==> config.mk <==
export PLATFORM = sky130hd
export DESIGN_NAME = linear_probe_hash_table
export DESIGN_NICKNAME = d
export VERILOG_FILES = /design/src/lpht_pkg.sv /design/src/linear_probe_hash_table.sv /design/src/lpht_ram.sv /design/src/lpht_front.sv /design/src/lpht_queue.sv /design/src/lpht_back.sv
export SDC_FILE = /design/constraint.sdc
export NUM_CORES = 1
export LEC_CHECK = 0
export BUFFER_PORTS_ARGS = -buffer_cell sky130_fd_sc_hd__buf_4
export CORE_MARGIN = 2
export CORE_UTILIZATION = 45
export CTS_BUF_LIST = sky130_fd_sc_hd__clkbuf_4
export CTS_CLUSTER_SIZE = 24
export DETAILED_ROUTE_END_ITERATION = 8
export PLACE_DENSITY = 0.63
export SYNTH_ARGS = -nofsm -noshare
export SYNTH_HDL_FRONTEND = slang
export SYNTH_HIERARCHICAL = 1
export SYNTH_SLANG_ARGS = --single-unit
==> constraint.sdc <==
create_clock -name clk -period 5.1 [get_ports clk]
set_clock_uncertainty 0.2 [all_clocks]
set_input_delay 0.255 -clock clk [delete_from_list [all_inputs] [get_ports clk]]
set_output_delay 0.255 -clock clk [all_outputs]
set_load 0.1 [all_outputs]
==> src/lpht_pkg.sv <==
// Shared types and constants for the linear probing hash table.
// No dependencies; the files that use it refer to it by scoped names.
`timescale 1ns / 1ps

package lpht_pkg;

	localparam int KEY_IN_BITS   = 32;
	localparam int DIGIT_BITS    = 4;
	localparam int MOD_STEPS     = KEY_IN_BITS / DIGIT_BITS;
	localparam int STEP_W        = $clog2(MOD_STEPS);
	localparam int SLOT_OUT_BITS = 4;
	localparam int STATUS_BITS   = 2;

	typedef enum logic {
		CMD_INSERT = 1'b0,
		CMD_SEARCH = 1'b1
	} cmd_t;

	typedef enum logic [STATUS_BITS-1:0] {
		ST_INSERTED  = 2'd0,
		ST_FULL      = 2'd1,
		ST_FOUND     = 2'd2,
		ST_NOT_FOUND = 2'd3
	} status_t;

	typedef struct packed {
		status_t                  status;
		logic [SLOT_OUT_BITS-1:0] slot;
	} result_t;

	typedef enum logic [1:0] {
		F_IDLE,
		F_MOD,
		F_PUSH
	} front_state_t;

	typedef enum logic [1:0] {
		B_CLEAR,
		B_IDLE,
		B_PROBE
	} back_state_t;

endpackage

==> src/linear_probe_hash_table.sv <==
// Top level of the linear probing hash table: front end, queue, probe engine.
// Depends on lpht_pkg, lpht_front, lpht_queue, lpht_back.
`timescale 1ns / 1ps

// Usage:
// s_* carries command items: tuser[0] is the command (insert or search),
// tdata is the 32-bit key. m_* returns exactly one result item per command:
// tuser is the status, tdata[3:0] the slot.
// The front end takes an item, then works out key mod SLOTS (four key
// bits per cycle) and hands it to a two-entry queue; it takes a new item
// only after the last one is pushed. The probe engine reads one slot per
// cycle from the slot RAM, with the read data registered behind its read
// address, and walks from the home slot until it can decide the result.
// Sustained rate is set by the slower of the front end and the probe walk.
// After reset the engine clears the occupied flag of every slot, one slot
// per cycle; items are still accepted into the front end and queue.
// When m_tready is low the result holds in its output register; the
// engine waits for it to drain while the front end and queue keep filling.

module linear_probe_hash_table #(
	parameter int SLOTS    = 16,
	parameter int KEY_BITS = 32
) (
	input  logic        clk,
	input  logic        arst_n,
	input  logic        s_tvalid,
	output logic        s_tready,
	input  logic [31:0] s_tdata,   // [31:0] key
	input  logic [0:0]  s_tuser,   // [0] command
	output logic        m_tvalid,
	input  logic        m_tready,
	output logic [7:0]  m_tdata,   // [3:0] slot, [7:4] zero
	output logic [1:0]  m_tuser    // [1:0] status
);

	localparam int AW = $clog2(SLOTS);
	localparam int QW = 1 + KEY_BITS + AW;

	logic                push_valid, push_ready;
	lpht_pkg::cmd_t      push_cmd, q_cmd;
	logic [KEY_BITS-1:0] push_key, q_key;
	logic [AW-1:0]       push_home, q_home;
	logic                q_valid, q_ready;
	logic [QW-1:0]       q_out;
	lpht_pkg::result_t   res;

	lpht_front #(
		.SLOTS   (SLOTS),
		.KEY_BITS(KEY_BITS)
	) u_front (
		.clk       (clk),
		.arst_n    (arst_n),
		.in_valid  (s_tvalid),
		.in_ready  (s_tready),
		.in_cmd    (lpht_pkg::cmd_t'(s_tuser[0])),
		.in_key    (s_tdata),
		.push_valid(push_valid),
		.push_ready(push_ready),
		.push_cmd  (push_cmd),
		.push_key  (push_key),
		.push_home (push_home)
	);

	lpht_queue #(
		.WIDTH(QW)
	) u_queue (
		.clk      (clk),
		.arst_n   (arst_n),
		.in_valid (push_valid),
		.in_ready (push_ready),
		.in_data  ({push_cmd, push_key, push_home}),
		.out_valid(q_valid),
		.out_ready(q_ready),
		.out_data (q_out)
	);

	assign q_cmd  = lpht_pkg::cmd_t'(q_out[QW-1]);
	assign q_key  = q_out[AW +: KEY_BITS];
	assign q_home = q_out[AW-1:0];

	lpht_back #(
		.SLOTS   (SLOTS),
		.KEY_BITS(KEY_BITS)
	) u_back (
		.clk      (clk),
		.arst_n   (arst_n),
		.q_valid  (q_valid),
		.q_ready  (q_ready),
		.q_cmd    (q_cmd),
		.q_key    (q_key),
		.q_home   (q_home),
		.res_valid(m_tvalid),
		.res_ready(m_tready),
		.res      (res)
	);

	assign m_tuser = res.status;
	assign m_tdata = {4'b0000, res.slot};

endmodule

==> src/lpht_ram.sv <==
// Generic single-write, single-read RAM with registered read data.
// No dependencies.
`timescale 1ns / 1ps

module lpht_ram #(
	parameter int WIDTH = 33,
	parameter int DEPTH = 16
) (
	input  logic                     clk,
	input  logic                     we,
	input  logic [$clog2(DEPTH)-1:0] waddr,
	input  logic [WIDTH-1:0]         wdata,
	input  logic [$clog2(DEPTH)-1:0] raddr,
	output logic [WIDTH-1:0]         rdata
);

	logic [WIDTH-1:0] mem [DEPTH];

	always_ff @(posedge clk) begin
		if (we) begin
			mem[waddr] <= wdata;
		end
		rdata <= mem[raddr];
	end

endmodule

==> src/lpht_front.sv <==
// Front end: accepts command items and computes the home slot, key mod SLOTS,
// four key bits per cycle. Depends on lpht_pkg.
`timescale 1ns / 1ps

module lpht_front #(
	parameter int SLOTS    = 16,
	parameter int KEY_BITS = 32
) (
	input  logic                                clk,
	input  logic                                arst_n,
	input  logic                                in_valid,
	output logic                                in_ready,
	input  lpht_pkg::cmd_t                      in_cmd,
	input  logic [lpht_pkg::KEY_IN_BITS-1:0]    in_key,
	output logic                                push_valid,
	input  logic                                push_ready,
	output lpht_pkg::cmd_t                      push_cmd,
	output logic [KEY_BITS-1:0]                 push_key,
	output logic [$clog2(SLOTS)-1:0]            push_home
);

	localparam int AW  = $clog2(SLOTS);
	localparam int RW  = AW + 1;
	localparam int KIN = lpht_pkg::KEY_IN_BITS;

	lpht_pkg::front_state_t    state_q, state_d;
	logic [KIN-1:0]            sh_q;
	logic [KEY_BITS-1:0]       key_q;
	lpht_pkg::cmd_t            cmd_q;
	logic [RW-1:0]             rem_q, rem_d;
	logic [lpht_pkg::STEP_W-1:0] cnt_q;
	logic                      accept;

	always_comb begin
		rem_d = rem_q;
		for (int i = 0; i < lpht_pkg::DIGIT_BITS; i++) begin
			rem_d = {rem_d[AW-1:0], sh_q[KIN-1-i]};
			if (rem_d >= RW'(SLOTS)) begin
				rem_d = rem_d - RW'(SLOTS);
			end
		end
	end

	always_comb begin
		state_d    = state_q;
		in_ready   = 1'b0;
		push_valid = 1'b0;
		case (state_q)
			lpht_pkg::F_IDLE: begin
				in_ready = 1'b1;
				if (in_valid) begin
					state_d = lpht_pkg::F_MOD;
				end
			end
			lpht_pkg::F_MOD: begin
				if (cnt_q == lpht_pkg::STEP_W'(lpht_pkg::MOD_STEPS - 1)) begin
					state_d = lpht_pkg::F_PUSH;
				end
			end
			lpht_pkg::F_PUSH: begin
				push_valid = 1'b1;
				if (push_ready) begin
					state_d = lpht_pkg::F_IDLE;
				end
			end
			default: state_d = lpht_pkg::F_IDLE;
		endcase
	end

	assign accept = in_ready && in_valid;

	always_ff @(posedge clk or negedge arst_n) begin
		if (!arst_n) begin
			state_q <= lpht_pkg::F_IDLE;
		end else begin
			state_q <= state_d;
		end
	end

	// key bits above KEY_BITS are dropped before the modulo
	always_ff @(posedge clk) begin
		if (accept) begin
			sh_q  <= KIN'(KEY_BITS'(in_key));
			key_q <= KEY_BITS'(in_key);
			cmd_q <= in_cmd;
			rem_q <= '0;
			cnt_q <= '0;
		end else if (state_q == lpht_pkg::F_MOD) begin
			sh_q  <= sh_q << lpht_pkg::DIGIT_BITS;
			rem_q <= rem_d;
			cnt_q <= cnt_q + 1'b1;
		end
	end

	assign push_cmd  = cmd_q;
	assign push_key  = key_q;
	assign push_home = rem_q[AW-1:0];

endmodule

==> src/lpht_queue.sv <==
// Two-entry queue between the front end and the probe engine.
// No dependencies.
`timescale 1ns / 1ps

module lpht_queue #(
	parameter int WIDTH = 38
) (
	input  logic             clk,
	input  logic             arst_n,
	input  logic             in_valid,
	output logic             in_ready,
	input  logic [WIDTH-1:0] in_data,
	output logic             out_valid,
	input  logic             out_ready,
	output logic [WIDTH-1:0] out_data
);

	logic [WIDTH-1:0] mem_q [2];
	logic             wp_q, rp_q;
	logic [1:0]       cnt_q;
	logic             push, pop;

	assign in_ready  = (cnt_q != 2'd2);
	assign out_valid = (cnt_q != 2'd0);
	assign out_data  = mem_q[rp_q];
	assign push      = in_valid && in_ready;
	assign pop       = out_valid && out_ready;

	always_ff @(posedge clk or negedge arst_n) begin
		if (!arst_n) begin
			wp_q  <= 1'b0;
			rp_q  <= 1'b0;
			cnt_q <= 2'd0;
		end else begin
			if (push) begin
				wp_q <= ~wp_q;
			end
			if (pop) begin
				rp_q <= ~rp_q;
			end
			cnt_q <= cnt_q + {1'b0, push} - {1'b0, pop};
		end
	end

	always_ff @(posedge clk) begin
		if (push) begin
			mem_q[wp_q] <= in_data;
		end
	end

endmodule

==> src/lpht_back.sv <==
// Probe engine: clears the slot RAM after reset, then walks slots one per
// cycle from the home slot. Depends on lpht_pkg and lpht_ram.
`timescale 1ns / 1ps

module lpht_back #(
	parameter int SLOTS    = 16,
	parameter int KEY_BITS = 32
) (
	input  logic                     clk,
	input  logic                     arst_n,
	input  logic                     q_valid,
	output logic                     q_ready,
	input  lpht_pkg::cmd_t           q_cmd,
	input  logic [KEY_BITS-1:0]      q_key,
	input  logic [$clog2(SLOTS)-1:0] q_home,
	output logic                     res_valid,
	input  logic                     res_ready,
	output lpht_pkg::result_t        res
);

	localparam int AW = $clog2(SLOTS);
	localparam int RAM_W = KEY_BITS + 1;
	localparam logic [AW-1:0] LAST = AW'(SLOTS - 1);

	lpht_pkg::back_state_t state_q, state_d;
	logic [AW-1:0]         clr_q, ra_q, da_q, ex_q;
	logic                  rv_q;
	lpht_pkg::cmd_t        cmd_q;
	logic [KEY_BITS-1:0]   key_q;
	logic                  out_valid_q;
	lpht_pkg::result_t     out_q, res_d;

	logic                  we;
	logic [AW-1:0]         waddr;
	logic [RAM_W-1:0]      wdata, rdata;
	logic                  rd_used, rd_match, last, decide;

	lpht_ram #(
		.WIDTH(RAM_W),
		.DEPTH(SLOTS)
	) u_ram (
		.clk  (clk),
		.we   (we),
		.waddr(waddr),
		.wdata(wdata),
		.raddr(ra_q),
		.rdata(rdata)
	);

	assign rd_used  = rdata[KEY_BITS];
	assign rd_match = (rdata[KEY_BITS-1:0] == key_q);
	assign last     = (ex_q == LAST);

	always_comb begin
		state_d = state_q;
		q_ready = 1'b0;
		we      = 1'b0;
		waddr   = clr_q;
		wdata   = '0;
		decide  = 1'b0;
		res_d   = '{status: lpht_pkg::ST_NOT_FOUND, slot: '0};
		case (state_q)
			lpht_pkg::B_CLEAR: begin
				we = 1'b1;
				if (clr_q == LAST) begin
					state_d = lpht_pkg::B_IDLE;
				end
			end
			lpht_pkg::B_IDLE: begin
				// a result leaving this cycle frees the output register
				q_ready = !out_valid_q || res_ready;
				if (q_valid && q_ready) begin
					state_d = lpht_pkg::B_PROBE;
				end
			end
			lpht_pkg::B_PROBE: begin
				if (rv_q) begin
					if (cmd_q == lpht_pkg::CMD_INSERT) begin
						if (!rd_used) begin
							decide = 1'b1;
							we     = 1'b1;
							waddr  = da_q;
							wdata  = {1'b1, key_q};
							res_d  = '{status: lpht_pkg::ST_INSERTED,
								slot: lpht_pkg::SLOT_OUT_BITS'(da_q)};
						end else if (last) begin
							decide = 1'b1;
							res_d  = '{status: lpht_pkg::ST_FULL, slot: '0};
						end
					end else begin
						if (rd_used && rd_match) begin
							decide = 1'b1;
							res_d  = '{status: lpht_pkg::ST_FOUND,
								slot: lpht_pkg::SLOT_OUT_BITS'(da_q)};
						end else if (!rd_used || last) begin
							decide = 1'b1;
						end
					end
				end
				if (decide) begin
					state_d = lpht_pkg::B_IDLE;
				end
			end
			default: state_d = lpht_pkg::B_IDLE;
		endcase
	end

	always_ff @(posedge clk or negedge arst_n) begin
		if (!arst_n) begin
			state_q     <= lpht_pkg::B_CLEAR;
			clr_q       <= '0;
			rv_q        <= 1'b0;
			out_valid_q <= 1'b0;
		end else begin
			state_q <= state_d;
			if (state_q == lpht_pkg::B_CLEAR) begin
				clr_q <= clr_q + 1'b1;
			end
			rv_q <= (state_q == lpht_pkg::B_PROBE) && !decide;
			if (decide) begin
				out_valid_q <= 1'b1;
			end else if (res_ready) begin
				out_valid_q <= 1'b0;
			end
		end
	end

	// reads run one slot ahead of the compare
	always_ff @(posedge clk) begin
		if (q_ready && q_valid) begin
			cmd_q <= q_cmd;
			key_q <= q_key;
			ra_q  <= q_home;
			ex_q  <= '0;
		end else if (state_q == lpht_pkg::B_PROBE) begin
			ra_q <= (ra_q == LAST) ? '0 : ra_q + 1'b1;
			da_q <= ra_q;
			if (rv_q) begin
				ex_q <= ex_q + 1'b1;
			end
		end
		if (decide) begin
			out_q <= res_d;
		end
	end

	assign res_valid = out_valid_q;
	assign res       = out_q;

endmodule

After elaboration in Yosys (flattened, before gate mapping):

Memories as Yosys holds them, arrays and structs flattened. A register that Yosys moved wholly into a read port is not among the register bits.
Cells that the tools add are included.

* flip-flop bits (word level): 137
* RAM bits: 602
* memories: 2

Memory list
* u_back.u_ram.mem: words 16, width 33, rd ports 1, clocked after Yosys merged registers in 1, write ports 1, RTL line lpht_ram.sv:17 `logic [WIDTH-1:0] mem [DEPTH];`
* u_queue.mem_q: words 2, width 37, rd ports 1, clocked after Yosys merged registers in 0, write ports 1, RTL line lpht_queue.sv:18 `logic [WIDTH-1:0] mem_q [2];`

* $add $sub $neg: 10
* order comparisons: 4
* equal/unequal tests: 16
* multiplexer cells: 50
* bitwise logic cells: 3
* reductions and logical operators: 21

Operators by type and width (number)
* 2-to-1 mux 33 bit: 4
* 2-to-1 mux 32 bit: 2
* 2-to-1 mux 4 bit: 11
* == test 32 bit: 1
* greater-or-equal comparator 5 bit (second input constant): 4
* 2-to-1 mux 1 bit: 20
* 2-to-1 mux 6 bit: 3
* subtractor 4 x 1 -> 4 bit (second input constant): 4
* adder 4 x 1 -> 4 bit (second input constant): 3
* == test 4 bit (second input constant): 3
* 2-to-1 mux 2 bit: 6
* one-hot mux 2 bit (3 select lines): 2
* inequality test 2 x 1 -> 1 bit (second input constant): 5
* nonzero test 2 bit: 4
* logical AND 1 bit: 6
* AND reduction 3 bit: 2
* 2-to-1 mux 5 bit: 1
* == test 2 x 1 -> 1 bit (second input constant): 2
* == test 2 bit (second input constant): 2
* zero test 2 bit: 2
* inequality test 2 bit (second input constant): 2
* AND reduction 2 bit: 2
* adder 3 x 1 -> 3 bit (second input constant): 1
* == test 3 bit (second input constant): 1
* 6 further kinds: 11

Logic depth before layout (Yosys ltp):

Gate-level depths: netlist (run 1).

* depth after elaboration: 10
* depth in mapped cells: 10
* mapped depth without buffers: 9

By module:

The synthesis (run 1) kept the hierarchy.

Modules (own cells, without submodules)
* lpht_ram: instances 1, cells each 864, area each 20631.0 um^2
* lpht_queue: instances 1, cells each 132, area each 2951.6 um^2
* lpht_back: instances 1, cells each 245, area each 2865.2 um^2
* lpht_front: instances 1, cells each 130, area each 2686.3 um^2
* linear_probe_hash_table: instances 1, cells each 5, area each 33.8 um^2

Worst setup path before layout (run 1):

Ideal clock, no wire load.

* path type: flip-flop to flip-flop
* start point: register u_back.state_q[0]
* end point: memory u_back.u_ram.mem[0][0] (enable)
* setup time: 0.464 ns
* arrival time: 4.371 ns
* data required time: 4.436 ns
* path slack: 0.065 ns
* cell stages (with the launch flop): 9
* cells stage by stage: dfrtp_1 nand2b_1 inv_1 nand2_1 or3_1 clkbuf_1 o21ai_0 or3b_2 nor3_1

* word-level cells in the longest chain between the ends: 4
* elaborated cells between the ends (all ways): 6

Ends and longest elaborated chain
* from (decl): RTL line lpht_back.sv:25 `lpht_pkg::back_state_t state_q, state_d;`
* from (signal assigned): RTL line lpht_back.sv:110 `state_q <= lpht_pkg::B_CLEAR;`
* from (signal assigned): RTL line lpht_back.sv:115 `state_q <= state_d;`
* == test 2 bit or zero test 2 bit (tied branches): RTL line lpht_back.sv:62 `case (state_q)`
* one-hot mux 1 bit (2 select lines) *: RTL line lpht_back.sv:62
* via u_back.we: RTL line lpht_back.sv:33 `logic we;`
* 2-to-1 mux 1 bit *: RTL line lpht_ram.sv:20 `if (we) begin`
* 2-to-1 mux 1 bit (not written as such) *: RTL line lpht_ram.sv:21 `mem[waddr] <= wdata;`
* to (decl): RTL line lpht_ram.sv:17

The timed path passes the listed nets; every way through them passes the cells marked *.

Worst setup path after layout (run 1):

* start point: register u_back.state_q[0]
* end point: memory u_back.u_ram.mem[5][23] (enable)

* elaborated cells between the ends (all ways): 6

RTL lines
* == test 2 bit: RTL line lpht_back.sv:62
* 2-to-1 mux 4 bit: RTL line lpht_back.sv:62
* via u_back.waddr[0]: RTL line lpht_back.sv:34 `logic [AW-1:0] waddr;`

The timed path passes the listed nets, and every way through them passes these cells.

==> impl_metrics.yaml, run 1 <==
worst_setup_path:
  critPathTopFamily: "simple AND/OR/NAND/NOR gates"
  end_kind: "flip-flop"
  cpMaxStageDelayCell: "nor2_4"
  cp.arrival_ns: 4.50
  cp-start-kind: "flip-flop"
  path_buf_inv: 3
  cp.required_ns: 5.59
  slowest_delay_ns: 0.78
  path_max_fanout: 25
  critical_path.cell_chain: "nand2b_1, inv_1, nand2_1, or3_1, inv_1, nand2_1, nand2_1, nand2b_1, nor2_4, buf_4"
  critPathKind: "reg -> reg"
  cpMostUsedCell: "nand2_1"
synth:
  synth_area_leader_cell: "edfxtp_1"
  synthCells: 1376
  avgSynthCellArea_um2: 21.2
  synth_compound_area_frac: 0.0283
  async_reset_ff_frac: 0.0181
  ys_top_cells_by_area: "edfxtp_1, mux4_2, dfxtp_1, mux2_2, mux4_1"
  synth-simple-area-share: 0.0312
  ys.flop_type: "edfxtp_1"
  synth.distinct_cells: 60
  synth_top_family_by_area: "multiplexers"
  synth_fa_ha_area_frac: 0.00300
  synth_mux_area_frac: 0.133
  ys_ff_latch: 772
  synth_edf_count: 714
  synthXorXnorAreaFrac: 0.00961
  syn_area_mm2: 0.0292
  ys_seq_area_frac: 0.777
  ys_warn_count: 6
  netlist.area_leader.share: 0.735
power:
  p_seq_frac: 0.474
  max-vdd-ir-drop_mv: 0.333
  power_density_mw_per_mm2: 530
  p_sw_mw: 5.34
  combPwrFrac: 0.248
  p_leak_nw: 12.0
  p_sw_frac: 0.299
  power.share.clock: 0.278
  intPower_mw: 12.5
flow_run:
  drv_cap: 0
layout:
  syn2layout_area_growth_pct: 15.7
  nets: 1703
  ff_latch_area_mm2: 0.0227
  fill_cells: 5077
  multiInputGateArea_mm2: 0.00614
  design_area_mm2: 0.0337
  drive_above_1_share: 0.324
sta:
  slew-limit-headroom: 0.274
  rsz0062_at_grt: "no"
  finalHoldViolCount: 0
  finalCriticalPeriod_ns: 4.02
  period_share: 0.788
  worstMarginPinSlew_ns: 1.09
  fin_ws_ns: 1.08
  slew_viol_final: 0
  finalSetupTns_ns: 0
  setup_viol: 0
  fmax_ghz: 0.249
clock_tree:
  cts_buffer_depth: 3
  root_buffer: "clkbuf_4"
  clk_pin_slew_worst_paths_ns: 0.07
  insertion_delay_ns: 1.00
  htreeDepth: 4
  cts_resized: 0
  clock_sinks: 772
  numCtsBuffers: 184
  cts_tree: "yes"
placement:
  place_congestion: 0.789
  io_buffers: 44
  post-place-ws_ns: 1.15
  dpl.hpwl_um: 35000
  placed_cell_area_mm2: 0.0306
detailed_routing:
  dr.pass1.iters: 6
  drt_iter0_drc: 1220
  avgViaCountPerCell: 5.36
  post_drt_wl_per_cell_um: 22.3
  wl_um: 59200
  detail-route-antenna-nets: 0
  vias: 14200
  drc: 0
global_routing:
  grt_pass1_wl_um: 90200
  grt_usage: 0.183
  grt_max_degree: 66
  grt_pass1_vias: 15000
  antenna_found_initial: 3
  grt_overflow: 0
die:
  core_area_mm2: 0.0642
  die_area_mm2: 0.0669
  boundaryPins: 49
  chipHeight_um: 259
  start_util: 0.454
  rows: 93
  die_x_um: 259
hold_path:
  hp-class: "in -> async"
run_status:
  outcome: "complete, no violations"
-- placed cells by master (no fill, tap or decap), types with 14 or more instances in the layout --
master / synthesis / routed
a22oi_1: 66 / 66
and2_1: 32 / 31
buf_4: 4 / 78
clkbuf_4: 0 / 275
clkinv_1: 1 / 38
dfxtp_1: 44 / 44
dlygate4sd3_1: 0 / 72
edfxtp_1: 714 / 714
inv_1: 18 / 18
mux2_2: 46 / 46
mux2_4: 20 / 20
mux4_1: 19 / 19
mux4_2: 113 / 113
nand2_1: 67 / 67
nor2_1: 29 / 15
nor2_4: 0 / 14
xnor2_1: 15 / 15
xor2_1: 17 / 17
-- layer usage --
| metal | GRT usage | routed length, um | up-vias |
|---|---|---|---|
| met4 | 0.0708 | 1240 | 0 |
| li1 | - | - | 6300 |
| met5 | 0 | 0 | - |
| met2 | 0.284 | 28400 | 525 |
| met1 | 0.248 | 25000 | 7320 |
| met3 | 0.0512 | 4570 | 91 |
-- logic make-up (layout without fill, tap and decap cells) --
kind of cell | Yosys count | in the layout
flip-flops | 772 | 772
multiplexers | 199 | 199
AND/OR/NAND/NOR | 177 | 177
AO/OA/AOI/OAI | 108 | 108
buffers and inverters | 80 | 500
XOR/XNOR | 32 | 32
adder cells (fa/ha/maj) | 7 | 7
other | 1 | 6
-- final timing paths --
kind                            cells past startpoint                  from                      end  slack [ns]
worst max-delay path                               10     u_back/state_q[0]  u_back/u_ram/mem[5][23]        1.08
worst min register to register                      0  u_front/push_key[24]     u_queue/mem_q[1][28]        0.24
worst max register to register                     10     u_back/state_q[0]  u_back/u_ram/mem[5][23]        1.08
worst min-delay path                                3                arst_n             u_queue/wp_q        0.17
min in group clk                                    4              s_tvalid         u_front/rem_q[2]        0.19
max in group asynchronous                           3                arst_n             u_queue/rp_q        4.04
-- synthesized netlist by cell type, types with 4 or more instances --
cell      count
nand4_1       4
dfrtp_1      14
buf_6         8
dfxtp_1      44
inv_1        18
mux2_4       20
nand2_1      67
and2_1       32
xnor2_1      15
buf_2        14
a22oi_1      66
buf_4         4
mux4_1       19
nor3_1        7
xor2_1       17
o31ai_1       6
nor2b_1       9
a21oi_1       5
ha_1          7
nor2_1       29
edfxtp_1    714
buf_12        6
nand2b_1      7
mux2_2       46
clkbuf_1     24
mux4_2      113
a22o_1        8
o21ai_0       6
-- per-stage QoR --
stage	hold WS (ns)	utilization	total power, mW	std cells
after floorplan	-0.241	-	11.7	1379
after global placement	-0.0793	0.477	13.0	2256
after detailed placement	-0.0790	0.477	13.0	2256
after CTS	0.0260	0.525	18.1	2654
after global routing	0.138	0.525	18.8	2656
final	0.175	0.525	17.9	2656
-- state kept, by name, summed over array words and instances (netlist names), 6 cells and up --
register	flops
u_back/u_ram/mem	528
u_back/key_q	32
u_queue/mem_q	74
u_front/sh_q	32
u_back/u_ram/rdata	33
u_front/push_key	32
u_back/res	6
-- cell type report --
type | count | share of cell area
sequential | 772 | 0.672
multi-input combinational | 527 | 0.182
clock buffer | 275 | 0.0612
timing repair buffer | 155 | 0.0417
tap | 855 | 0.0317
clock inverter | 51 | 0.00945
inverter | 19 | 0.00211
antenna | 2 | 0.000148
-- worst register-to-register path: stages (launching register included) --
cell	delay [ns]
dfrtp_1	0.41
nand2b_1	0.26
inv_1	0.22
nand2_1	0.16
or3_1	0.53
inv_1	0.21
nand2_1	0.10
nand2_1	0.24
nand2b_1	0.31
nor2_4	0.78
buf_4	0.30
-- power by group through the flow --
stage	Clock (mW)	Sequential, mW	Combinational (mW)
after CTS	5.14	8.49	4.49
after global routing	5.47	8.57	4.77
after detailed placement	0	8.62	4.43
final	4.97	8.48	4.44
after floorplan	0	8.43	3.25
after global placement	0	8.58	4.39
-- timing repair --
action / CTS / global route
hold buffers: 72 / 0
setup buffers: 0 / 0
hold endpoints to repair: 164 / 0
Note: power is estimated with default switching activity, not from simulation.
==> inputs of run 2 (changes only) <==
==> constraint.sdc (replaced) <==
create_clock -name clk -period 3.3 [get_ports clk]
set_clock_uncertainty 0.2 [all_clocks]
set_input_delay 0.165 -clock clk [delete_from_list [all_inputs] [get_ports clk]]
set_output_delay 0.165 -clock clk [all_outputs]
set_load 0.1 [all_outputs]
==> run 2 against run 1 <==
Against the previous run:
- global-route usage increased by 0.44 points
- critical path type unchanged
- sequential power increased by 56%
- core utilization increased by 0.98 points
- die area unchanged
- final cell count increased by 2.0%
==> impl_metrics.yaml, run 2 (same netlist as run 1, synthesis figures left out) <==
sta:
  finalCriticalPeriod_ns: 3.06
  finalHoldViolCount: 0
  slew_viol_final: 0
  setup_viol: 0
  period_share: 0.927
  fmax_ghz: 0.327
  slew-limit-headroom: 0.373
  fin_ws_ns: 0.241
  worstMarginPinSlew_ns: 0.940
  rsz0062_at_grt: "no"
worst_setup_path:
  cp.required_ns: 3.76
  critPathKind: "reg -> reg"
  cp-start-kind: "flip-flop"
  end_kind: "flip-flop"
  cp.arrival_ns: 3.52
  path_max_fanout: 22
clock_tree:
  cts_buffer_depth: 3
  numCtsBuffers: 190
  clock_sinks: 772
  root_buffer: "clkbuf_4"
  clk_pin_slew_worst_paths_ns: 0.06
  cts_resized: 0
  htreeDepth: 4
  insertion_delay_ns: 1.04
  cts_tree: "yes"
layout:
  post-route-util: 0.535
  final_common_cell: "edfxtp_1"
  top_regs: "u_back/u_ram/mem: 528 flops, u_queue/mem_q: 74 flops, u_back/u_ram/rdata: 33 flops"
  largest_reg_flops: 528
  instances_no_fill: 2708
  mostFrequentLayoutCells: "edfxtp_1, clkbuf_4, mux4_2, buf_4, dlygate4sd3_1"
  syn2layout_area_growth_pct: 17.9
  nets: 1734
  top_register: "u_back/u_ram/mem"
  drive_above_1_share: 0.342
placement:
  dpl.hpwl_um: 36100
  io_buffers: 44
  place_congestion: 0.829
  dp_cells: 2280
  post-place-ws_ns: 0.273
global_routing:
  grt_pass1_wl_um: 92400
  grt_usage: 0.188
  antenna_found_initial: 2
  grt_max_degree: 71
  grt_pass1_vias: 15100
  grt_overflow: 0
detailed_routing:
  drt_iter0_drc: 1308
  detail-route-antenna-nets: 0
  avgViaCountPerCell: 5.35
  dr.pass1.iters: 5
  drc: 0
  vias: 14500
  wl_um: 60700
  post_drt_wl_per_cell_um: 22.4
flow_run:
  drv_cap: 0
power:
  p_total_mw: 28.4
  p_leak_nw: 12.3
  power_density_mw_per_mm2: 827
  max-vdd-ir-drop_mv: 0.500
run_status:
  outcome: "complete, no violations"
die:
  boundaryPins: 49
  rows: 93
  core_area_mm2: 0.0642
  die_area_mm2: 0.0669
  chipHeight_um: 259
  start_util: 0.454
  die_x_um: 259
hold_path:
  hp-class: "in -> reg"
==> run 2: cell types whose count changed in the layout (fill, tap and decap cells not counted), moves of 2 or more <==
cell / previous run / this run
buf_4: 78 / 87
nor3_4: 0 / 4
inv_1: 18 / 16
clkinv_1: 38 / 47
nor3_2: 4 / 0
inv_4: 0 / 2
diode_2: 2 / 4
clkbuf_4: 275 / 289
inv_2: 3 / 1
buf_12: 5 / 20
nand2_1: 67 / 63
nand2_2: 0 / 3
==> run 2: worst paths after layout <==
path	startpoint	end	slack, ns	cells after the start
max in group asynchronous	arst_n	u_queue/rp_q	1.79	4
max reg2reg	u_back/state_q[0]	u_back/u_ram/mem[12][25]	0.24	10
max	u_back/state_q[0]	u_back/u_ram/mem[12][25]	0.24	10
min	s_tvalid	u_front/rem_q[2]	0.12	4
min in group asynchronous	arst_n	u_front/state_q[1]	0.61	4
min reg2reg	u_front/push_key[31]	u_queue/mem_q[0][35]	0.24	0
==> run 2: final cells by class <==
cell class	instances	area (um^2)
diodes	4	10.0
clock buffers	289	2170
clock inverters	62	398
well taps	855	1070
inverters	19	76.3
multi-input cells	527	6190
repair buffers	180	1780
flip-flops and latches	772	22700
fillers	5032	29900
==> run 2: timing repair <==
item | 4_1_cts | 5_1_grt
endpoints found under the hold margin | 168 | 0
buffers inserted | 0 | 0
hold buffers | 73 | 0
==> run 2: stage by stage <==
step	area [um^2]	TNS, ns	hold WS, ns
detailed placement	31100	0	-0.163
finish	34400	0	0.121
global route	34400	0	0.124
floorplan	29400	-1.21	-0.331
CTS	34400	0	0.0303
global placement	31100	0	-0.165
==> run 2: critical path: stages, from the launching register on <==
cell	delay, ns
dfrtp_1	0.44
nand2b_4	0.21
inv_4	0.11
nand2_4	0.07
or3_4	0.44
inv_4	0.22
nand2_1	0.14
nand2_2	0.11
nand3_1	0.15
nor3_4	0.22
buf_4	0.38
==> run 2: power by group <==
part / switching [mW] / internal, mW / leakage [nW]
sequential: 0.812 / 12.4 / 7.56
combinational: 3.96 / 3.12 / 3.23
clock: 3.76 / 4.40 / 1.50
total: 8.53 / 19.9 / 12.3
==> run 2: metal layers <==
layer,wire [um],track usage,vias to the layer above
met5,0,0,-
met4,1770,0.0849,0
met3,4220,0.0495,114
met2,28900,0.286,522
met1,25900,0.255,7459
li1,-,-,6399
==> inputs of run 3 (changes only) <==
--- a/config.mk
+++ b/config.mk
@@ -12,6 +12,7 @@
 export CTS_CLUSTER_SIZE = 24
 export DETAILED_ROUTE_END_ITERATION = 8
 export PLACE_DENSITY = 0.63
+export REMOVE_ABC_BUFFERS = 1
 export SYNTH_ARGS = -nofsm -noshare
 export SYNTH_HDL_FRONTEND = slang
 export SYNTH_HIERARCHICAL = 1
==> run 3 against run 2 <==
Against the previous run:
- worst setup slack got worse by 0.052 ns
- largest cell class unchanged
- power rose by 0.11%
- die area unchanged
==> impl_metrics.yaml, run 3 (same netlist as run 1, synthesis figures left out) <==
run_status:
  outcome: "complete, no violations"
layout:
  top_regs: "u_back/u_ram/mem: 528 flops, u_queue/mem_q: 74 flops, u_back/u_ram/rdata: 33 flops"
  mostFrequentLayoutCells: "edfxtp_1, clkbuf_4, mux4_2, buf_4, dlygate4sd3_1"
  final_common_cell: "edfxtp_1"
  top_register: "u_back/u_ram/mem"
  syn2layout_area_growth_pct: 17.9
  largest_reg_flops: 528
  nets: 1746
  drive_above_1_share: 0.349
sta:
  finalSetupTns_ns: 0
  period_share: 0.943
  fmax_ghz: 0.321
  slew-limit-headroom: 0.406
  worstMarginPinSlew_ns: 0.891
  finalCriticalPeriod_ns: 3.11
  setup_viol: 0
  slew_viol_final: 0
  rsz0062_at_grt: "no"
  finalHoldViolCount: 0
clock_tree:
  clock_sinks: 772
  numCtsBuffers: 189
  htreeDepth: 4
  cts_buffer_depth: 3
  insertion_delay_ns: 0.99
  clk_pin_slew_worst_paths_ns: 0.07
  cts_tree: "yes"
  root_buffer: "clkbuf_4"
worst_setup_path:
  cpMaxStageDelayCell: "or3b_2"
  cp-start-kind: "flip-flop"
  cp.depth: 8
  path_buf_inv: 2
  cp.required_ns: 3.74
  critical_path.cell_chain: "nand2b_1, inv_1, nand2_1, or3_4, o21ai_0, or3b_2, nor3_2, buf_6"
  path_max_fanout: 17
  cp.arrival_ns: 3.56
  rr_worst_depth: 8
  slowest_delay_ns: 0.62
  critPathKind: "reg -> reg"
  end_kind: "flip-flop"
  critPathTopFamily: "simple AND/OR/NAND/NOR gates"
power:
  max-vdd-ir-drop_mv: 0.812
  p_leak_nw: 12.3
  power_density_mw_per_mm2: 828
  p_total_mw: 28.5
detailed_routing:
  dr.pass1.iters: 5
  drt_iter0_drc: 1286
  vias: 14700
  wl_um: 62400
  drc: 0
  post_drt_wl_per_cell_um: 23.0
  detail-route-antenna-nets: 0
  avgViaCountPerCell: 5.42
die:
  boundaryPins: 49
  die_area_mm2: 0.0669
  core_area_mm2: 0.0642
  rows: 93
  die_x_um: 259
  chipHeight_um: 259
  start_util: 0.454
flow_run:
  drv_cap: 0
placement:
  dpl.hpwl_um: 37200
  place_congestion: 0.834
  io_buffers: 44
global_routing:
  antenna_found_initial: 3
  grt_usage: 0.192
  grt_overflow: 0
  grt_max_degree: 66
  grt_pass1_wl_um: 93800
  grt_pass1_vias: 15400
hold_path:
  hp-class: "in -> async"
run 3: cell types whose count changed in the layout (fill, tap and decap cells not counted), sizes merged:
cell	previous run	this run
buf	107	121
inv	20	23
dlygate4sd3	73	72
clkbuf	289	285
diode	4	5
clkinv	52	48
bufinv	5	3
run 3: report_power, final:
part,internal [mW],switching [mW]
sequential,12.4,0.789
combinational,3.27,4.13
clock,4.19,3.70
total,19.8,8.61
run 3: stage by stage:
stage | cells | instance area (um^2) | worst slack, ns | utilization | hold WS (ns)
floorplan | 1318 | 28700 | -3.21 | - | -0.331
CTS | 2707 | 34300 | 0.0311 | 0.534 | 0.0156
global route | 2715 | 34400 | 0.0496 | 0.535 | 0.0806
global placement | 2291 | 31100 | 0.146 | 0.485 | -0.164
detailed placement | 2291 | 31100 | 0.0972 | 0.485 | -0.162
finish | 2715 | 34400 | 0.189 | 0.535 | 0.123
run 3: worst paths after layout:
path / from / endpoint / slack, ns
worst max-delay path: u_back/state_q[0] / u_back/u_ram/mem[0][6] / 0.19
worst max register to register: u_back/state_q[0] / u_back/u_ram/mem[0][6] / 0.19
max in group asynchronous: arst_n / u_queue/rp_q / 2.21
worst min register to register: u_front/push_key[16] / u_queue/mem_q[1][20] / 0.22
worst min-delay path: arst_n / u_back/clr_q[2] / 0.12
min in group clk: s_tvalid / u_front/rem_q[0] / 0.17
run 3: what timing repair did:
item / 4_1_cts / 5_1_grt
endpoints found under the hold margin: 166 / 0
gates resized for setup: 0 / 6
hold buffers: 72 / 0
endpoints found under the setup margin: 0 / 322
buffers inserted: 0 / 3
run 3: area by class of cell:
class	instances	area (um^2)
fillers	5059	29800
clock buffers	285	2140
flip-flops and latches	772	22700
well taps	855	1070
multi-input cells	527	6150
inverters	19	71.3
clock inverters	59	333
repair buffers	193	1940
diodes	5	12.5
run 3: routing by layer:
layer  global-route usage  part of all wire  vias to the layer above
li1                     -                 -                     6415
met1                0.267              0.43                     7599
met2                0.293              0.47                      608
met3               0.0495             0.074                       85
met4               0.0753             0.021                        0
met5                    0                 0                        -
run 3: worst min-delay path: stages:
cell and delay [ns]:
dlygate4sd3_1 0.53, buf_4 0.10, dlygate4sd3_1 1.04
